### src/riffwav_pkg.sv
// ---------------------------------------------------------------------------
// riffwav_pkg
// Types and constants of the RIFF/WAVE PCM16 stream parser.
// ---------------------------------------------------------------------------
`default_nettype none

package riffwav_pkg;

    typedef enum logic [3:0] {
        PH_HEAD = 4'b0001,
        PH_CHDR = 4'b0010,
        PH_BODY = 4'b0100,
        PH_PAD  = 4'b1000
    } phase_t;

    localparam logic [3:0] ST_OK      = 4'd0;
    localparam logic [3:0] ST_NOTWAV  = 4'd1;
    localparam logic [3:0] ST_TRUNC   = 4'd2;
    localparam logic [3:0] ST_SHORT   = 4'd3;
    localparam logic [3:0] ST_PAD     = 4'd4;
    localparam logic [3:0] ST_MISSING = 4'd5;
    localparam logic [3:0] ST_UNSUP   = 4'd6;
    localparam logic [3:0] ST_ALIGN   = 4'd7;
    localparam logic [3:0] ST_LIMIT   = 4'd8;

    localparam logic [0:0] REG_MAX_FRAMES     = 1'b0;
    localparam logic [0:0] REG_MAX_DATA_BYTES = 1'b1;

    localparam logic [31:0] MAX_FRAMES_RESET     = 32'd16777216;
    localparam logic [31:0] MAX_DATA_BYTES_RESET = 32'd67108864;

    localparam logic [31:0] TAG_FMT     = 32'h2074_6D66;
    localparam logic [31:0] TAG_DATA    = 32'h6174_6164;
    localparam logic [31:0] FMT_MIN_LEN = 32'd16;
    localparam logic [3:0]  HEADER_LEN  = 4'd12;

    typedef struct packed {
        logic               kind;
        logic signed [15:0] sample;
        logic               chunk_first;
        logic [3:0]         status;
        logic [1:0]         channel_count;
        logic [31:0]        rate;
        logic               final_res;
    } result_t;

    function automatic logic [7:0] header_byte(input logic [3:0] idx);
        logic [7:0] b;
        case (idx)
            4'd0:    b = 8'h52;
            4'd1:    b = 8'h49;
            4'd2:    b = 8'h46;
            4'd3:    b = 8'h46;
            4'd8:    b = 8'h57;
            4'd9:    b = 8'h41;
            4'd10:   b = 8'h56;
            4'd11:   b = 8'h45;
            default: b = 8'h00;
        endcase
        return b;
    endfunction

endpackage

`default_nettype wire

### src/riff_wav_pcm16_parser_core.sv
// ---------------------------------------------------------------------------
// riff_wav_pcm16_parser_core
// Byte-serial RIFF/WAVE parser: header check, chunk walk, fmt capture,
// PCM16 sample output and one verdict per file.
// ---------------------------------------------------------------------------
// Throughput: one byte per cycle while in_ready is high; in_ready drops while the result
//   queue holds two results and while the verdict is formed from the state registers.
// Output: a sample enters the result queue with the byte completing it; the end-of-file
//   byte sets pending_reg, and the verdict is queued from it.
// Reset: asynchronous, clears parse state and result queue, limits to defaults.
// ---------------------------------------------------------------------------
`default_nettype none

module riff_wav_pcm16_parser_core (
    input  wire logic               clk,
    input  wire logic               rst_n,
    input  wire logic               in_valid,
    output logic                    in_ready,
    input  wire logic [7:0]         file_byte,
    input  wire logic               end_of_file,
    output logic                    out_valid,
    input  wire logic               out_ready,
    output logic                    kind,
    output logic signed [15:0]      sample,
    output logic                    chunk_first,
    output logic [3:0]              status,
    output logic [1:0]              channel_count,
    output logic [31:0]             rate,
    output logic                    final_res,
    input  wire logic               cfg_write_en,
    input  wire logic [0:0]         cfg_index,
    input  wire logic [31:0]        cfg_data
);

    riffwav_pkg::phase_t  phase_reg, phase_next;
    logic [31:0]          counter_reg, counter_next;
    logic [31:0]          tag_reg, tag_next;
    logic [31:0]          len_reg, len_next;
    logic [127:0]         fmt_reg, fmt_next;
    logic [31:0]          data_len_reg, data_len_next;
    logic                 fmt_seen_reg, fmt_seen_next;
    logic                 data_seen_reg, data_seen_next;
    logic                 first_reg, first_next;
    logic [7:0]           low_reg, low_next;
    logic [3:0]           err_reg, err_next;
    logic                 pending_reg;
    logic [31:0]          max_frames_reg;
    logic [31:0]          max_data_bytes_reg;

    riffwav_pkg::result_t q_reg [3];
    riffwav_pkg::result_t q_next [3];
    logic [1:0]           count_reg, count_next;

    logic                 accept;
    logic                 push;
    logic                 pop;
    riffwav_pkg::result_t push_data;
    riffwav_pkg::result_t sample_res;
    riffwav_pkg::result_t verdict_res;
    logic                 sample_push;
    logic [31:0]          idx_inc;
    logic [31:0]          full_len;
    logic [1:0]           base;

    logic [15:0]          f_format;
    logic [15:0]          f_channels;
    logic [31:0]          f_rate;
    logic [15:0]          f_align;
    logic [15:0]          f_bits;
    logic [31:0]          frames;
    logic                 misaligned;
    logic [3:0]           v_status;

    assign accept    = in_valid && in_ready;
    assign in_ready  = (count_reg <= 2'd1) && !pending_reg;
    assign out_valid = (count_reg != 2'd0);
    assign pop       = out_valid && out_ready;

    assign idx_inc  = counter_reg + 32'd1;
    assign full_len = {file_byte, len_reg[23:0]};

    always_comb
    begin
        phase_next     = phase_reg;
        counter_next   = counter_reg;
        tag_next       = tag_reg;
        len_next       = len_reg;
        fmt_next       = fmt_reg;
        data_len_next  = data_len_reg;
        fmt_seen_next  = fmt_seen_reg;
        data_seen_next = data_seen_reg;
        first_next     = first_reg;
        low_next       = low_reg;
        err_next       = err_reg;
        sample_push    = 1'b0;

        if (pending_reg)
        begin
            phase_next     = riffwav_pkg::PH_HEAD;
            counter_next   = 32'd0;
            tag_next       = 32'd0;
            len_next       = 32'd0;
            fmt_next       = 128'd0;
            data_len_next  = 32'd0;
            fmt_seen_next  = 1'b0;
            data_seen_next = 1'b0;
            first_next     = 1'b0;
            low_next       = 8'd0;
            err_next       = riffwav_pkg::ST_OK;
        end
        else if (accept && err_reg == riffwav_pkg::ST_OK)
        begin
            unique case (phase_reg)
                riffwav_pkg::PH_HEAD:
                begin
                    if ((counter_reg[3:0] < 4'd4 || counter_reg[3:0] >= 4'd8) &&
                        riffwav_pkg::header_byte(counter_reg[3:0]) != file_byte)
                    begin
                        err_next = riffwav_pkg::ST_NOTWAV;
                    end
                    counter_next = idx_inc;
                    if (idx_inc[3:0] >= riffwav_pkg::HEADER_LEN)
                    begin
                        phase_next   = riffwav_pkg::PH_CHDR;
                        counter_next = 32'd0;
                    end
                end
                riffwav_pkg::PH_CHDR:
                begin
                    if (counter_reg[2:0] == 3'd0)
                    begin
                        tag_next = {24'd0, file_byte};
                        len_next = 32'd0;
                    end
                    else if (!counter_reg[2])
                    begin
                        tag_next[{counter_reg[1:0], 3'b000} +: 8] = file_byte;
                    end
                    else
                    begin
                        len_next[{counter_reg[1:0], 3'b000} +: 8] = file_byte;
                    end
                    counter_next = {29'd0, counter_reg[2:0]} + 32'd1;
                    if (counter_reg[2:0] == 3'd7)
                    begin
                        counter_next = 32'd0;
                        phase_next   = riffwav_pkg::PH_BODY;
                        if (tag_reg == riffwav_pkg::TAG_FMT &&
                            full_len >= riffwav_pkg::FMT_MIN_LEN)
                        begin
                            fmt_seen_next = 1'b1;
                        end
                        if (tag_reg == riffwav_pkg::TAG_DATA)
                        begin
                            data_seen_next = 1'b1;
                            first_next     = 1'b1;
                            data_len_next  = full_len;
                        end
                        if (full_len == 32'd0)
                        begin
                            if (tag_reg == riffwav_pkg::TAG_FMT)
                            begin
                                err_next = riffwav_pkg::ST_SHORT;
                            end
                            else
                            begin
                                phase_next = riffwav_pkg::PH_CHDR;
                            end
                        end
                    end
                end
                riffwav_pkg::PH_BODY:
                begin
                    if (tag_reg == riffwav_pkg::TAG_FMT &&
                        len_reg >= riffwav_pkg::FMT_MIN_LEN && counter_reg < 32'd16)
                    begin
                        fmt_next[{counter_reg[3:0], 3'b000} +: 8] = file_byte;
                    end
                    if (tag_reg == riffwav_pkg::TAG_DATA)
                    begin
                        if (!counter_reg[0])
                        begin
                            low_next = file_byte;
                        end
                        else
                        begin
                            sample_push = 1'b1;
                            first_next  = 1'b0;
                        end
                    end
                    counter_next = idx_inc;
                    if (idx_inc >= len_reg)
                    begin
                        counter_next = 32'd0;
                        if (tag_reg == riffwav_pkg::TAG_FMT &&
                            len_reg < riffwav_pkg::FMT_MIN_LEN)
                        begin
                            err_next = riffwav_pkg::ST_SHORT;
                        end
                        else if (len_reg[0])
                        begin
                            phase_next = riffwav_pkg::PH_PAD;
                        end
                        else
                        begin
                            phase_next = riffwav_pkg::PH_CHDR;
                        end
                    end
                end
                riffwav_pkg::PH_PAD:
                begin
                    phase_next   = riffwav_pkg::PH_CHDR;
                    counter_next = 32'd0;
                end
                default:
                begin
                    phase_next   = riffwav_pkg::PH_HEAD;
                    counter_next = 32'd0;
                end
            endcase
        end
    end

    assign f_format   = fmt_reg[15:0];
    assign f_channels = fmt_reg[31:16];
    assign f_rate     = fmt_reg[63:32];
    assign f_align    = fmt_reg[111:96];
    assign f_bits     = fmt_reg[127:112];

    assign frames     = f_channels[1] ? {2'd0, data_len_reg[31:2]}
                                      : {1'b0, data_len_reg[31:1]};
    assign misaligned = f_channels[1] ? (data_len_reg[1:0] != 2'd0) : data_len_reg[0];

    always_comb
    begin
        if (err_reg != riffwav_pkg::ST_OK)
        begin
            v_status = err_reg;
        end
        else if (phase_reg == riffwav_pkg::PH_HEAD)
        begin
            v_status = riffwav_pkg::ST_NOTWAV;
        end
        else if (phase_reg == riffwav_pkg::PH_BODY)
        begin
            v_status = riffwav_pkg::ST_TRUNC;
        end
        else if (phase_reg == riffwav_pkg::PH_PAD)
        begin
            v_status = riffwav_pkg::ST_PAD;
        end
        else if (!(fmt_seen_reg && data_seen_reg))
        begin
            v_status = riffwav_pkg::ST_MISSING;
        end
        else if (f_format != 16'd1 || f_bits != 16'd16 ||
                 (f_channels != 16'd1 && f_channels != 16'd2) || f_rate == 32'd0)
        begin
            v_status = riffwav_pkg::ST_UNSUP;
        end
        else if (f_align != {f_channels[14:0], 1'b0} || misaligned)
        begin
            v_status = riffwav_pkg::ST_ALIGN;
        end
        else if (frames > max_frames_reg || data_len_reg > max_data_bytes_reg)
        begin
            v_status = riffwav_pkg::ST_LIMIT;
        end
        else
        begin
            v_status = riffwav_pkg::ST_OK;
        end
    end

    always_comb
    begin
        sample_res               = '0;
        sample_res.sample        = {file_byte, low_reg};
        sample_res.chunk_first   = first_reg;

        verdict_res              = '0;
        verdict_res.kind         = 1'b1;
        verdict_res.status       = v_status;
        verdict_res.final_res    = 1'b1;
        if (v_status == riffwav_pkg::ST_OK)
        begin
            verdict_res.channel_count = f_channels[1:0];
            verdict_res.rate          = f_rate;
        end
    end

    assign push      = pending_reg || sample_push;
    assign push_data = pending_reg ? verdict_res : sample_res;
    assign base      = count_reg - {1'b0, pop};

    always_comb
    begin
        for (int i = 0; i < 3; i++)
        begin
            if (pop && i < 2)
            begin
                q_next[i] = q_reg[i + 1];
            end
            else
            begin
                q_next[i] = q_reg[i];
            end
            if (push && base == 2'(i))
            begin
                q_next[i] = push_data;
            end
        end
        count_next = base + {1'b0, push};
    end

    always_ff @(posedge clk or negedge rst_n)
    begin
        if (!rst_n)
        begin
            phase_reg          <= riffwav_pkg::PH_HEAD;
            counter_reg        <= 32'd0;
            tag_reg            <= 32'd0;
            len_reg            <= 32'd0;
            fmt_reg            <= 128'd0;
            data_len_reg       <= 32'd0;
            fmt_seen_reg       <= 1'b0;
            data_seen_reg      <= 1'b0;
            first_reg          <= 1'b0;
            low_reg            <= 8'd0;
            err_reg            <= riffwav_pkg::ST_OK;
            pending_reg        <= 1'b0;
            count_reg          <= 2'd0;
            max_frames_reg     <= riffwav_pkg::MAX_FRAMES_RESET;
            max_data_bytes_reg <= riffwav_pkg::MAX_DATA_BYTES_RESET;
        end
        else
        begin
            phase_reg     <= phase_next;
            counter_reg   <= counter_next;
            tag_reg       <= tag_next;
            len_reg       <= len_next;
            fmt_reg       <= fmt_next;
            data_len_reg  <= data_len_next;
            fmt_seen_reg  <= fmt_seen_next;
            data_seen_reg <= data_seen_next;
            first_reg     <= first_next;
            low_reg       <= low_next;
            err_reg       <= err_next;
            pending_reg   <= accept && end_of_file;
            count_reg     <= count_next;
            if (cfg_write_en)
            begin
                unique case (cfg_index)
                    riffwav_pkg::REG_MAX_FRAMES:     max_frames_reg     <= cfg_data;
                    riffwav_pkg::REG_MAX_DATA_BYTES: max_data_bytes_reg <= cfg_data;
                    default: ;
                endcase
            end
        end
    end

    always_ff @(posedge clk)
    begin
        for (int i = 0; i < 3; i++)
        begin
            q_reg[i] <= q_next[i];
        end
    end

    assign kind          = q_reg[0].kind;
    assign sample        = q_reg[0].sample;
    assign chunk_first   = q_reg[0].chunk_first;
    assign status        = q_reg[0].status;
    assign channel_count = q_reg[0].channel_count;
    assign rate          = q_reg[0].rate;
    assign final_res     = q_reg[0].final_res;

    a_eof_pending: assert property (@(posedge clk) disable iff (!rst_n)
        (in_valid && in_ready && end_of_file) |=> pending_reg)
        else $error("verdict not scheduled after end of file");

    a_verdict_clears: assert property (@(posedge clk) disable iff (!rst_n)
        pending_reg |=> (phase_reg == riffwav_pkg::PH_HEAD &&
                         err_reg == riffwav_pkg::ST_OK && counter_reg == 32'd0))
        else $error("parse state not cleared after verdict");

    a_fail_zero: assert property (@(posedge clk) disable iff (!rst_n)
        (out_valid && final_res && status != riffwav_pkg::ST_OK) |->
            (channel_count == 2'd0 && rate == 32'd0))
        else $error("failing verdict carries format data");

    a_no_overflow: assert property (@(posedge clk) disable iff (!rst_n)
        (pending_reg || sample_push) |-> (base != 2'd3))
        else $error("result queue overflow");

endmodule

`default_nettype wire

### config.mk
export PLATFORM = sky130hd
export DESIGN_NAME = riff_wav_pcm16_parser_core
export DESIGN_NICKNAME = d
export VERILOG_FILES = /design/src/riffwav_pkg.sv /design/src/riff_wav_pcm16_parser_core.sv
export SDC_FILE = /design/constraint.sdc
export NUM_CORES = 1
export LEC_CHECK = 0
export BUFFER_PORTS_ARGS = -buffer_cell sky130_fd_sc_hd__buf_4
export CAP_MARGIN = 20
export CELL_PAD_IN_SITES_DETAIL_PLACEMENT = 0
export CELL_PAD_IN_SITES_GLOBAL_PLACEMENT = 2
export CORE_MARGIN = 3
export CORE_UTILIZATION = 38
export DETAILED_ROUTE_END_ITERATION = 6
export GPL_TIMING_DRIVEN = 1
export PLACE_DENSITY_LB_ADDON = 0.1
export RECOVER_POWER = 50
export SLEW_MARGIN = 40
export SYNTH_ARGS = -nofsm -noshare
export SYNTH_HDL_FRONTEND = slang
export SYNTH_SLANG_ARGS = --single-unit
export TNS_END_PERCENT = 1
### constraint.sdc
create_clock -name clk -period 4.12 [get_ports clk]
set_input_delay 0.824 -clock clk [delete_from_list [all_inputs] [get_ports clk]]
set_output_delay 0.824 -clock clk [all_outputs]
set_load 0.005 [all_outputs]
# Yosys cells after proc, flatten, opt, wreduce, memory -nomap -nowiden
# Memory sizes are Yosys's and may differ from the RTL's.
# Cells that the tools add are included.
[word_totals]
reg_bits = 342
ramBits = 171
rom_bits = 96
inputBits = 47
output_inout_bits = 59
elab_cells = 212
memories = 2
[mem_list]
columns = ["memory", "depth", "word_bits", "read_ports", "rd_clocked_by_memory_dff", "write_ports", "line", "source"]
rows = [
  ["q_reg", 3, 57, 3, 0, 3, "riff_wav_pcm16_parser_core.sv:50", "riffwav_pkg::result_t q_reg [3];"],
  ["(name not given)", 16, 6, 1, 0, 0, "riffwav_pkg.sv:49", "case (idx)"],
]
[op_classes]
addsub = 6
order_cmp = 11
n_eq_ne = 28
shift = 4
muxes = 92
bitwise_logic = 1
reduce_logical = 53
[ops]
columns = ["cell", "count"]
rows = [
  ["32-bit two-way mux", 19],
  ["128-bit two-way mux", 4],
  ["57-bit two-way mux", 6],
  ["128-bit bitwise mux", 1],
  ["8-bit by 9-bit variable shift with 128-bit output (first input constant)", 1],
  ["8-bit by 9-bit indexed part select with 128-bit output", 1],
  ["4-bit two-way mux", 24],
  ["32-bit case mux with 3 select lines", 1],
  ["32-bit bitwise mux", 2],
  ["32-bit by 5-bit greater-or-equal comparator with 1-bit output (second input constant)", 2],
  ["32-bit logical NOT", 2],
  ["32-bit by 5-bit < comparator with 1-bit output (second input constant)", 2],
  ["8-bit two-way mux", 8],
  ["34-bit two-way mux", 1],
  ["3-bit != test (second input constant)", 11],
  ["32-bit by 1-bit adder with 32-bit output (second input constant)", 1],
  ["32-bit by 30-bit == test with 1-bit output (second input constant)", 1],
  ["32-bit by 31-bit == test with 1-bit output (second input constant)", 1],
  ["32-bit greater-or-equal comparator", 1],
  ["31-bit by 32-bit > comparator with 1-bit output", 1],
  ["32-bit > comparator", 1],
  ["16-bit by 1-bit != test with 1-bit output (second input constant)", 2],
  ["8-bit by 7-bit variable shift with 32-bit output (first input constant)", 1],
  ["8-bit by 7-bit indexed part select with 32-bit output", 1],
  ["other kinds (43)", 100],
]

# Logic depth before layout (Yosys ltp)
# Gate-level depths: netlist (run 1).
[logic_depth]
word_depth = 15
ltp_mapped = 20

# Least setup slack after synthesis (run 1)
# No wires, ideal clock.
[synth_path]
path_kind = "reg-to-reg"
start = "register counter_reg[0]"
end = "register counter_reg[10]"
arrival_ps = 4447
required_time_ps = 4054
path_slack_ps = -393
stages_incl_launch_ff = 20
path_buffers = 4
synth_period_minus_slack_ps = 4513
cell_sequence = "dfrtp_1 buf_4 nand3_1 or4_1 clkbuf_1 or4_4 nor2_4 nand2_2 or3_1 nand2_1 ha_1 a21o_1 a21o_1 a22oi_1 o2111ai_1 or2_2 clkbuf_1 a21oi_1 clkbuf_1 a22o_1"
[synth_between]
elab_chain_cells = 6
elab_cells_between_ends = 8
[synth_rtl]
columns = ["item", "line", "source"]
rows = [
  ["start, declared", "riff_wav_pcm16_parser_core.sv:36", "logic [31:0] counter_reg, counter_next;"],
  ["start signal, assigned", "riff_wav_pcm16_parser_core.sv:339", "counter_reg <= counter_next;"],
  ["32-bit by 1-bit adder with 32-bit output (*)", "riff_wav_pcm16_parser_core.sv:79", "assign idx_inc = counter_reg + 32'd1;"],
  ["32-bit greater-or-equal comparator or 4-bit greater-or-equal comparator (tied branches)", "riff_wav_pcm16_parser_core.sv:192, riff_wav_pcm16_parser_core.sv:122", ""],
  ["32-bit two-way mux (on tied branches)", "riff_wav_pcm16_parser_core.sv:192, riff_wav_pcm16_parser_core.sv:122", ""],
  ["32-bit case mux with 3 select lines (*)", "riff_wav_pcm16_parser_core.sv:113", "unique case (phase_reg)"],
  ["32-bit two-way mux (*)", "riff_wav_pcm16_parser_core.sv:111", "else if (accept && err_reg == riffwav_pkg::ST_OK)"],
  ["32-bit two-way mux (*)", "riff_wav_pcm16_parser_core.sv:97", "if (pending_reg)"],
]
# Mark *: on every way between the ends. The rest lies on a longest branch, timed or not. The select of a mux whose other input is x is not followed.
# A chain may end at the register's enable or synchronous reset.

# Worst setup path in the final report (run 1)
[layout_path]
start = "register counter_reg[2]"
end = "register phase_reg[2]"
[layout_between]
elab_chain_cells = 4
elab_cells_between_ends = 8
[layout_rtl]
columns = ["item", "line", "source"]
rows = [
  ["32-bit by 1-bit adder with 32-bit output", "riff_wav_pcm16_parser_core.sv:79", ""],
  ["32-bit greater-or-equal comparator or 4-bit greater-or-equal comparator (tied branches)", "riff_wav_pcm16_parser_core.sv:192, riff_wav_pcm16_parser_core.sv:122", ""],
  ["3-bit != test (no line)", "--", ""],
  ["5-bit AND reduction (no line) (*)", "--", ""],
  ["end signal, assigned", "riff_wav_pcm16_parser_core.sv:320", "phase_reg <= riffwav_pkg::PH_HEAD;"],
  ["end signal, assigned", "riff_wav_pcm16_parser_core.sv:338", "phase_reg <= phase_next;"],
  ["end, declared", "riff_wav_pcm16_parser_core.sv:35", "riffwav_pkg::phase_t phase_reg, phase_next;"],
]
# Mark *: on every way between the ends. The rest lies on a longest branch, timed or not.

==> metrics.cfg, run 1 <==
[timing]
fin_crit_sh_pct = 100
slew_violations = 139
fmax_mhz = 242
setup_viol = 1
hold_violations = 0
tightestPinTransition_ns = 2.05
period_minus_slack_ns = 4.13
setup_ws_ns = -0.00792
rsz0062_at_grt = true
tns_ns = -0.00792
relSlewSlack_pct = -36.8
clock_skew_ns = 0.0351

[synth]
yosysUniqueCellTypes = 75
syn_area_sq_um = 24400
seq_area_frac_synth_pct = 52.2
synth_nets = 2454
yosysTopAreaCellShare_pct = 31.2
synth-seq-cells = 476
synth.area.top_cells = dfrtp_1, edfxtp_1, ha_1, nand2_1, mux2_2
synthCells = 2302
synth_edf_count = 168
synthArstFlopShare_pct = 64.7
yosys_warnings = 0
synth_ff_type = dfrtp_1
synth_largest_area_cell = dfrtp_1
syn_area_per_cell_sq_um = 10.6

[clock_tree]
ctsHtreeMaxLevel = 2
insertion_delay_ns = 0.62
cts_buffer_depth = 3
clock-root-buffer = clkbuf_16
cts_tree = done
cts_sinks = 476
cts_hold_buffers = 0
clk_pin_slew_ns = 0.06
cts_inserted_buffers = 54

[critical_path]
cp.depth = 18
critPathKind = flop to flop
crit_chain = inv_2, or4_4, or4_4, nor2_4, nand2_4, or3_4, nand2_2, ha_1, nand4_1, nor4_4, buf_4, buf_4, a22oi_2, o2111ai_4, nor2_4, buf_6, or4_4, a21oi_2
cp.arrival_ns = 4.64
critPathBufInv = 4
ff2ff_path_depth = 18
required_ns = 4.63
cpMostUsedCell = or4_4
crit_path_end_kind = flop
critPathTopFamily = simple AND/OR/NAND/NOR gates
path_max_fanout = 7
slowest_delay_ns = 0.55
crit_slowest_cell = or4_4
startpoint_type = flop

[die]
die-area_sq_um = 67400
rows = 92
core-area_sq_um = 63300
start_util_pct = 38.6
pin_count = 106
dieHeight_um = 260
die_w_um = 260

[detailed_routing]
routed_wl_mm = 69.2
wire_per_inst_um = 21.1
drc = 0
dr.first_iter.drc_count = 1078
vias = 17700
drtPass1Iterations = 4
viasPerCell = 5.39
antenna_left = 0

[layout]
nFillCells = 6001
final_design_area_no_fill_sq_um = 28300
largest_reg_flops = 168
seq_area_sq_um = 12800
multiInputGateArea_sq_um = 10600
final_nets = 2543
drive_above_1_share_pct = 19.1
synthToLayoutAreaGrowth_pct = 15.9

[placement]
gp_congestion = 0.860
postPlaceCellArea_sq_um = 26400
io_buffers = 105
post-dp-hpwl_mm = 48.4

[global_routing]
antenna_found_initial = 2
track_usage_pct = 20.7
grt_pass1_vias = 17500
grt_remaining_overflow = 0
grt_pass1_wl_mm = 108
grt_max_degree = 81

[pwr]
p_per_area_nw_per_um2 = 538
max-vdd-ir-drop_uv = 286
leakagePower_nw = 12.9

[worst_hold_path]
hp-class = primary input to flop
hold_depth = 3

[outcome]
violations = max-capacitance violations, max-slew violations, negative setup slack
status = finished with violations

[run]
maxCapViolCount = 3

==> synthesized netlist by cell type, drive strengths merged (7+ instances only) <==
| library cell | n |
|---|---|
| dfrtp | 305 |
| inv | 126 |
| mux2i | 58 |
| nand4 | 33 |
| nor2 | 112 |
| a211oi | 7 |
| o21ai | 111 |
| edfxtp | 168 |
| or3 | 12 |
| a22o | 39 |
| or2 | 17 |
| and3 | 51 |
| nor3 | 22 |
| clkbuf | 103 |
| o211ai | 11 |
| ha | 105 |
| a31oi | 10 |
| nor4 | 49 |
| mux2 | 82 |
| xnor2 | 17 |
| nand2 | 287 |
| and2 | 85 |
| nand3 | 45 |
| a21o | 23 |
| buf | 83 |
| o31ai | 65 |
| a21oi | 75 |
| nor2b | 25 |
| nand2b | 12 |
| xor2 | 24 |
| a41o | 68 |
==> per-stage QoR <==
| stage | hold WS, ns | power (mW) | std cells | util, % | setup slack, ns |
|---|---|---|---|---|---|
| 2_1_floorplan | 0.420 | 8.95 | 2302 | - | -0.292 |
| 3_3_place_gp | 0.452 | 10.4 | 3172 | 41.6 | -0.235 |
| 3_5_place_dp | 0.459 | 10.5 | 3173 | 41.7 | -0.463 |
| 4_1_cts | 0.182 | 15.4 | 3280 | 44.7 | -0.0415 |
| 5_1_grt | 0.414 | 16.1 | 3280 | 44.7 | -0.186 |
| 6_report | 0.429 | 15.2 | 3282 | 44.7 | -0.00792 |
==> cells in the final DEF, fill, tap and decap left out, types with 23 or more instances in the layout <==
master / n
a21o_1: 23
a21oi_1: 66
a22o_1: 39
a41o_1: 68
and2_1: 68
and3_1: 51
buf_4: 201
clkbuf_16: 54
dfrtp_1: 303
edfxtp_1: 168
ha_1: 104
inv_1: 125
mux2_2: 82
mux2i_1: 58
nand2_1: 277
nand3_1: 42
nand4_1: 33
nor2_1: 107
nor2b_1: 25
nor4_1: 45
o21ai_0: 107
o31ai_1: 65
xor2_1: 24
==> timing repair <==
action                                  4_1_cts  5_1_grt
setup buffers                                 8        0
endpoints found under the setup margin       37       37
pin swaps                                    16        9
resized for setup                            28       14
==> cell type report <==
cell class              instances  share of cell area (%)
diodes                          2                  0.0177
flip-flops and latches        476                    45.1
clock inverters                26                   0.848
well taps                     846                    3.74
repair buffers                219                    6.14
multi-input cells            1513                    37.3
inverters                     127                    1.68
clock buffers                  73                    5.23
==> path summary, 6_finish.rpt <==
kind | from | to | slack, ns
worst min-delay path | cfg_data[22] | max_frames_reg[22]$_DFFE_PN0P_ | 0.43
worst max-delay path | counter_reg[2]$_DFFE_PN0N_ | phase_reg[2]$_DFFE_PN0P_ | -0.008
max in group asynchronous | rst_n | fmt_reg[17]$_DFFE_PN0P_ | 0.86
worst min register to register | tag_reg[18]$_DFFE_PN0P_ | tag_reg[18]$_DFFE_PN0P_ | 0.47
min in group asynchronous | rst_n | max_frames_reg[26]$_DFFE_PN0P_ | 0.77
worst max register to register | counter_reg[2]$_DFFE_PN0N_ | phase_reg[2]$_DFFE_PN0P_ | -0.008
==> power by group <==
group	switching [mW]	internal [mW]	leakage [nW]
combinational	2.68	1.61	6.35
clock	1.99	2.71	0.843
sequential	0.412	5.83	5.71
==> tightest hold or removal path: cells and delay by family <==
| kind | cells | cell delay (ns) |
|---|---|---|
| buffers and inverters | 1 | 0.08 |
| AO/OA/AOI/OAI | 1 | 0.06 |
| AND/OR/NAND/NOR | 1 | 0.03 |
==> logic make-up after synthesis <==
kind of cell / Yosys count / synth area share [%]
compound gates: 448 / 12.9
xor+xnor: 41 / 1.47
fa+ha+maj: 105 / 5.38
buf+inv: 313 / 5.79
flops: 476 / 52.2
mux: 140 / 6.16
simple gates: 779 / 16.1
==> layer usage <==
metal | routed length, um | GRT usage (%)
met2 | 30400 | 31.4
met3 | 3320 | 3.44
met1 | 34100 | 30.7
met4 | 1420 | 5.22
met5 | 7 | 0
(Power assumes the default switching activity.)
==> inputs of run 2 (changes only) <==
--- a/config.mk
+++ b/config.mk
@@ -5,8 +5,8 @@
 export SDC_FILE = /design/constraint.sdc
 export NUM_CORES = 1
 export LEC_CHECK = 0
+export ABC_CLOCK_PERIOD_IN_PS = 4120
 export BUFFER_PORTS_ARGS = -buffer_cell sky130_fd_sc_hd__buf_4
-export CAP_MARGIN = 20
 export CELL_PAD_IN_SITES_DETAIL_PLACEMENT = 0
 export CELL_PAD_IN_SITES_GLOBAL_PLACEMENT = 2
 export CORE_MARGIN = 3
@@ -19,4 +19,4 @@
 export SYNTH_ARGS = -nofsm -noshare
 export SYNTH_HDL_FRONTEND = slang
 export SYNTH_SLANG_ARGS = --single-unit
-export TNS_END_PERCENT = 1
+export TNS_END_PERCENT = 20
==> metrics.cfg, run 2 (synthesis gave the netlist of run 1 again) <==
[global_routing]
grt_use_met1_pct = 31.7
grt_pass1_wl_mm = 110
busiest_layer = met2
track_usage_pct = 21.2
grt_max_degree = 103
antenna_found_initial = 1
grt_pass1_vias = 17800
use_met2_pct = 32.6
met3_usage_pct = 3.11
grt_remaining_overflow = 0

[outcome]
status = finished with violations
violations = design-rule violations, max-capacitance violations, max-slew violations

[timing]
whs_ns = 0.413
setup_viol = 0
relSlewSlack_pct = -65.7
rsz0062_at_grt = true
clock_skew_ns = 0.0457
fin_crit_sh_pct = 97.8
fmax_mhz = 248
hold_violations = 0
period_minus_slack_ns = 4.03
tightestPinTransition_ns = 2.49
slew_violations = 103
setup_ws_ns = 0.0905

[die]
die_w_um = 260
core-area_sq_um = 63300
dieHeight_um = 260
pin_count = 106
rows = 92
die-area_sq_um = 67400
start_util_pct = 38.6

[clock_tree]
insertion_delay_ns = 0.64
cts_buffer_depth = 3
clk_pin_slew_ns = 0.06
clock-root-buffer = clkbuf_16
cts_sinks = 476
ctsHtreeMaxLevel = 2
cts_inserted_buffers = 55
cts_hold_buffers = 0
cts_tree = done

[critical_path]
crit_path_end_kind = flop
startpoint = counter_reg[0]$_DFFE_PN0N_
path_max_fanout = 4
crit_chain = nand3_2, or4_4, or4_4, nor2_4, buf_6, buf_4, nand2_2, xnor2_1, ha_1, nand2_2, nor4_4, nand2_2, a211oi_4, nor2_4, buf_6, or4_4, a21oi_2
r2r_start = counter_reg[0]$_DFFE_PN0N_
critPathKind = flop to flop
required_ns = 4.65
crit_slowest_cell = or4_4
cp.arrival_ns = 4.55
startpoint_type = flop
slowest_delay_ns = 0.51
ff2ff_setup_slack_ns = 0.09

[detailed_routing]
routed_wl_mm = 70.8
dr.first_iter.drc_count = 1248
vias = 17700
viasPerCell = 5.39
drc = 3
drtPass1Iterations = 7
antenna_left = 0
wire_per_inst_um = 21.6

[layout]
synthToLayoutAreaGrowth_pct = 16.7
largest_reg_flops = 168
final_common_cell = dfrtp_1
diodes = 0
layout.cells.non_filler = 3287
final_cell_mix = dfrtp_1, nand2_1, buf_4
nFillCells = 6042
seq_area_sq_um = 12800
multiInputGateArea_sq_um = 10700
drive_above_1_share_pct = 19.4
final_nets = 2547

[placement]
io_buffers = 105
post-dp-hpwl_mm = 49.2
gp_congestion = 0.852
dp_slack_ns = -0.299
dp.cells = 3165

[pwr]
power_mw = 15.4
max-vdd-ir-drop_uv = 323
leakagePower_nw = 13.0
p_per_area_nw_per_um2 = 539

[worst_hold_path]
worstHoldStart = cfg_data[21]
hp-class = primary input to flop

[run]
maxCapViolCount = 3

[run 2: cell count changes in the layout (fill, tap and decap cells not counted), sizes merged]
| cell | change |
|---|---|
| clkbuf | +4 |
| clkinv | +2 |
| clkinvlp | +2 |
| diode | -2 |
| buf | -1 |
| bufinv | +1 |
| inv | -1 |
[run 2: report_power, final]
| part | total [mW] | leakage, nW | switching (mW) | internal, mW |
|---|---|---|---|---|
| logic | 4.30 | 6.40 | 2.68 | 1.62 |
| clock network | 4.81 | 0.846 | 2.05 | 2.76 |
| registers | 6.25 | 5.71 | 0.419 | 5.83 |
| total | 15.4 | 13.0 | 5.15 | 10.2 |
[run 2: worst paths after layout]
check	end	cells after the start
setup / recovery	phase_reg[2]$_DFFE_PN0P_	17
hold / removal	max_frames_reg[21]$_DFFE_PN0P_	3
setup reg to reg	phase_reg[2]$_DFFE_PN0P_	17
hold reg to reg	tag_reg[23]$_DFFE_PN0P_	2
max in group asynchronous	fmt_reg[17]$_DFFE_PN0P_	3
min in group asynchronous	max_data_bytes_reg[24]$_DFFE_PN0P_	1
[run 2: critical path, delay by kind of cell, from the launching register on]
kind / cells / cell delay, ns
flops: 1 / 0.38
buf+inv: 3 / 0.39
fa+ha+maj: 1 / 0.31
xor+xnor: 1 / 0.13
simple gates: 10 / 2.33
compound gates: 2 / 0.43
[run 2: what timing repair did]
action                                  4_1_cts  5_1_grt
endpoints found under the setup margin       20       39
pin swaps                                    25       30
setup buffers                                12        6
cloned                                        0        1
gates resized for setup                      26       47
[run 2: per-stage QoR]
stage                     util (%)  cell area (sq um)  TNS, ns
final                         45.0              28500        0
after global placement        41.5              26300   -0.588
after detailed placement      41.6              26300    -1.44
after CTS                     44.7              28300   -0.493
after floorplan                  -              24500   -0.494
after global routing          45.0              28500    -1.00
[run 2: final cells by class]
| cell class | count | area share (%) |
|---|---|---|
| Clock buffer | 73 | 5.14 |
| Clock inverter | 30 | 1.03 |
| Inverter | 127 | 1.67 |
| Multi-Input combinational cell | 1513 | 37.5 |
| Sequential cell | 476 | 44.8 |
| Tap cell | 846 | 3.71 |
| Timing Repair Buffer | 222 | 6.18 |
[run 2: per-layer routing]
layer	up-vias	part of all wire [%]
met2	394	44
met5	-	0
li1	8448	-
met3	78	5.1
met4	0	1.8
met1	8791	49
